==> config.mk <==
export PLATFORM = sky130hd
export DESIGN_NAME = lcgs_divider
export DESIGN_NICKNAME = d
export VERILOG_FILES = /design/src/sv/lcgs_pkg.sv /design/src/sv/lcgs_divider.sv
export SDC_FILE = /design/constraint.sdc
export NUM_CORES = 2
export LEC_CHECK = 0
export BUFFER_PORTS_ARGS = -buffer_cell sky130_fd_sc_hd__buf_2
export CAP_MARGIN = 20
export CELL_PAD_IN_SITES_DETAIL_PLACEMENT = 0
export CELL_PAD_IN_SITES_GLOBAL_PLACEMENT = 1
export CORE_MARGIN = 8
export CORE_UTILIZATION = 43
export CTS_CLUSTER_DIAMETER = 30
export DETAILED_ROUTE_END_ITERATION = 6
export PLACE_DENSITY_LB_ADDON = 0.1
export SLEW_MARGIN = 20
export SYNTH_ARGS = -nofsm -noshare
export SYNTH_HDL_FRONTEND = slang
export SYNTH_SLANG_ARGS = --single-unit
==> constraint.sdc <==
create_clock -name clock -period 35.3 [get_ports clock]
set_input_delay 3.53 -clock clock [delete_from_list [all_inputs] [get_ports clock]]
set_output_delay 3.53 -clock clock [all_outputs]
set_load 0.1 [all_outputs]
==> src/sv/lcgs_pkg.sv <==
// Package for the LED current gain select block.
// Holds the status codes, fixed constants and the side-band type shared by all files.
package lcgs_pkg;

   localparam int MicroAmpsWidth = 21;
   localparam int CodeWidth      = 12;
   localparam int StatusWidth    = 2;

   localparam logic [StatusWidth-1:0] StatusOk       = 2'd0;
   localparam logic [StatusWidth-1:0] StatusRejected = 2'd1;
   localparam logic [StatusWidth-1:0] StatusNoFit    = 2'd2;

   localparam logic [MicroAmpsWidth-1:0] MinUa = 21'd100;
   localparam logic [MicroAmpsWidth-1:0] MaxUa = 21'd1200000;

   typedef struct packed {
      logic                   gain_a;
      logic                   gain_b;
      logic                   gain_c;
      logic                   range_d;
      logic [StatusWidth-1:0] status;
   } side_type;

   typedef struct packed {
      logic        valid;
      logic [31:0] num;
      logic [32:0] div;
      side_type    side;
   } div_req_type;

   typedef struct packed {
      logic                 valid;
      logic [CodeWidth-1:0] code;
      side_type             side;
   } div_rsp_type;

endpackage

==> src/sv/lcgs_divider.sv <==
// Pipelined restoring divider producing a saturated 12-bit quotient.
// Depends on lcgs_pkg; one saturation stage then one quotient bit per stage.
module lcgs_divider (
   input  logic                  clock,
   input  logic                  reset,
   input  logic                  en,
   input  lcgs_pkg::div_req_type din,
   output lcgs_pkg::div_rsp_type dout
);
   import lcgs_pkg::*;

   localparam int Steps  = CodeWidth;
   localparam int CmpW   = 33 + CodeWidth;

   typedef struct packed {
      logic                 valid;
      logic [31:0]          rem;
      logic [32:0]          div;
      logic [CodeWidth-1:0] quo;
      logic                 sat;
      side_type             side;
   } stage_type;

   stage_type st_ff [0:Steps];
   stage_type st_in [0:Steps];

   always_comb begin
      logic [CmpW-1:0] shifted;
      st_in[0].valid = din.valid;
      st_in[0].rem   = din.num;
      st_in[0].div   = din.div;
      st_in[0].quo   = '0;
      st_in[0].side  = din.side;
      st_in[0].sat   = CmpW'(din.num) >= (CmpW'(din.div) << Steps);
      for (int i = 1; i <= Steps; i++) begin
         st_in[i] = st_ff[i-1];
         shifted  = CmpW'(st_ff[i-1].div) << (Steps - i);
         if (CmpW'(st_ff[i-1].rem) >= shifted) begin
            st_in[i].rem            = st_ff[i-1].rem - shifted[31:0];
            st_in[i].quo[Steps - i] = 1'b1;
         end
      end
   end

   always_ff @(posedge clock) begin
      if (reset) begin
         for (int i = 0; i <= Steps; i++) begin
            st_ff[i].valid <= 1'b0;
         end
      end else if (en) begin
         for (int i = 0; i <= Steps; i++) begin
            st_ff[i] <= st_in[i];
         end
      end
   end

   assign dout.valid = st_ff[Steps].valid;
   assign dout.side  = st_ff[Steps].side;
   assign dout.code  = (st_ff[Steps].side.status != StatusOk) ? '0 :
                       st_ff[Steps].sat ? '1 : st_ff[Steps].quo;

endmodule

==> flow_summary.yaml <==
setup_path:
  reg2reg_to: "st_ff[5][141]$_DFFE_PP_"
  rr_worst_depth: 10
  cp_common_cell: "buf_4"
  r2r_slack_ns: 31.24
  crit_type: "input pin to flop"
  critical-path-max-stage-delay_ns: 0.75
  cpMaxStageDelayCell: "buf_4"
  path_cells: "buf_2 > nor2b_4 > buf_4 > buf_4 > buf_4 > buf_4"
  crit_path_start_kind: "input pin"
  r2r-start: "st_ff[5][54]$_DFFE_PP_"
  critPathRequiredTime_ns: 35.69
  crit_fanout: 73
  cp-end-kind: "flop"
  cp.arrival_ns: 7.19
clock_network:
  cts_root_buffer: "clkbuf_16"
  clock_latency_ns: 0.78
  cts_buffers: 209
  hold_buffers: 0
  cts_setup_buffers: 0
  clkTransAtPathRegs_ns: 0.05
  postCtsResizedCells: 0
  cts_tree: "yes"
  cts_sinks: 962
  clk_path_buf_depth: 3
  htreeDepth: 4
grt:
  grt_pass1_wl_mm: 156
  overflow: 0
  grt_max_degree: 162
  groute.usage.overall_pct: 15.2
  grt_pass1_vias: 31600
  antenna_found_initial: 0
synth:
  synth_cells: 3969
  syn_avg_cell_area_um2: 12.5
  ys_warn_count: 0
  synth_ff_type: "edfxtp_1"
  yosys_register_bits: 962
  synth_area_leader_cell: "edfxtp_1"
  synth_top_cells_by_area: "edfxtp_1 (58%), ha_1 (8.5%), mux2_2 (3.6%)"
  syn_nets: 4393
  synth-edff-count: 962
  synth_seq_area_share_pct: 58.4
  synth.distinct_cells: 89
  synth_top_area_share_pct: 58.4
  ys_async_sr_fraction_pct: 0
  netlist_area_um2: 49500
timing:
  period_share_pct: 19.3
  slew_headroom_pct: 27.2
  finalMaxSlewViolations: 0
  setup_viol: 0
  tns_ns: 0
  skew_ns: 0.0442
  final-hold-violation-count: 0
  rsz0062_at_grt: "false"
  worst_slew_pin_slew_ns: 1.08
  layout_min_cycle_time_ns: 6.80
  max_freq_mhz: 147
floorplanning:
  io-pin-count: 94
  std_cell_rows: 124
  die_area_um2: 126000
  fp.dieH_um: 355
  die_w_um: 355
  start_util_pct: 43.3
  core_um2: 114000
placement:
  place.gp.congestion: 0.871
  port_buffers: 93
  dpl.hpwl_mm: 73.5
power_and_ir_drop:
  ir_drop_mv: 0.0556
  totalPowerFinal_mw: 3.55
  powerDensity_nw_per_um2: 60.1
  power_leakage_nw: 23.7
drt:
  drt-initial-drc-count: 1357
  first_pass_iters: 7
  num_vias: 30100
  routed_via_density: 5.09
  avgRoutedWirePerCell_um: 16.5
  remaining_drc_errors: 0
  postRouteWirelength_mm: 97.6
  drtAntennaViolNets: 0
layout:
  final_common_cell: "edfxtp_1"
  final_cell_mix: "edfxtp_1 (962), inv_1 (411), ha_1 (338)"
  syn2layout_area_growth_pct: 19.5
  top_register: "st_ff"
  largest_reg_flops: 962
  layout-drive-gt1-share_pct: 15.0
  reg.largest.list: "st_ff (962)"
  nFillCells: 9894
  antenna_cells: 0
  nets: 4650
min_path:
  hp-class: "flop to flop"
  min_to: "st_ff[4][14]$_DFFE_PP_"
  hp-start: "st_ff[3][99]$_DFFE_PP_"
  holdPathStages: 0
outcome:
  outcome: "completed"
flow_run:
  maxCapViolCount: 0
## kinds of logic after synthesis
kind of cell / count (synthesis) / share of synthesized area (%)
AOI/OAI and AO/OA: 917 / 11.9
adders and majority gates: 349 / 8.99
and+or+nand+nor: 842 / 8.49
DFF: 962 / 58.4
muxes: 192 / 4.46
xor gates and xnor gates: 221 / 3.91
buffers and inverters: 486 / 3.86
## synthesized netlist by cell type, drive strengths merged, types with 25 or more instances
| library cell | count |
|---|---|
| xor2 | 82 |
| inv | 411 |
| a21o | 150 |
| buf | 25 |
| edfxtp | 962 |
| o31ai | 25 |
| o21bai | 26 |
| mux2 | 175 |
| nor4 | 42 |
| a31oi | 32 |
| nand4 | 44 |
| a211oi | 26 |
| clkbuf | 50 |
| o21a | 50 |
| nand2 | 235 |
| nand2b | 32 |
| nor2b | 53 |
| nor2 | 179 |
| nand3 | 61 |
| o21ai | 215 |
| xnor2 | 139 |
| ha | 338 |
| and3 | 35 |
| a21oi | 261 |
| nor3 | 60 |
| and2 | 27 |
## power by group
| part | total (mW) | internal [mW] | switching (mW) |
|---|---|---|---|
| registers | 1.33 | 1.31 | 0.0213 |
| clock network | 1.97 | 1.35 | 0.616 |
| logic | 0.253 | 0.101 | 0.152 |
| total | 3.55 | 2.76 | 0.789 |
## critical path: cells and delay by family
kind	cells	cell delay [ns]
buf+inv	5	2.78
simple gates	1	0.64
## layout make-up
class | count | area, µm² | area share, %
inverters | 411 | 1540 | 2.61
well taps | 1512 | 1890 | 3.20
repair buffers | 121 | 688 | 1.16
multi-input cells | 2521 | 18700 | 31.7
clock buffers | 231 | 5330 | 9.03
clock inverters | 160 | 2020 | 3.41
flip-flops and latches | 962 | 28900 | 48.9
## how the worst max path moves through the flow
| stage | depth (start not counted) | startpoint | end | slack [ns] |
|---|---|---|---|---|
| CTS | 6 | reset | st_ff[5][46]$_DFFE_PP_ | 28.46 |
| global placement | 6 | reset | st_ff[5][132]$_DFFE_PP_ | 27.70 |
| floorplan | 3 | en | st_ff[0][169]$_SDFFCE_PN0P_ | 4.02 |
| global route | 6 | reset | st_ff[4][162]$_DFFE_PP_ | 28.13 |
| finish | 6 | reset | st_ff[4][162]$_DFFE_PP_ | 28.50 |
| detailed placement | 6 | reset | st_ff[5][132]$_DFFE_PP_ | 27.61 |
## per-stage QoR
step	setup WS [ns]	cell area, µm²	hold WS [ns]	std cells	util (%)
floorplan	4.02	49500	0.400	3969	-
global placement	27.70	51700	0.400	5527	45.3
detailed placement	27.61	51700	0.405	5527	45.3
CTS	28.46	59100	0.412	5918	51.8
global route	28.13	59100	0.413	5918	51.8
finish	28.50	59100	0.403	5918	51.8
## layer usage
layer / routed length (µm) / share of wire [%] / track usage (%)
met3: 2830 / 2.9 / 2.71
met4: 6510 / 6.7 / 10.6
met5: 0 / 0 / 0
met2: 49600 / 51 / 28.0
met1: 38600 / 40 / 15.6
No activity file was read; power rests on OpenSTA's default activity.
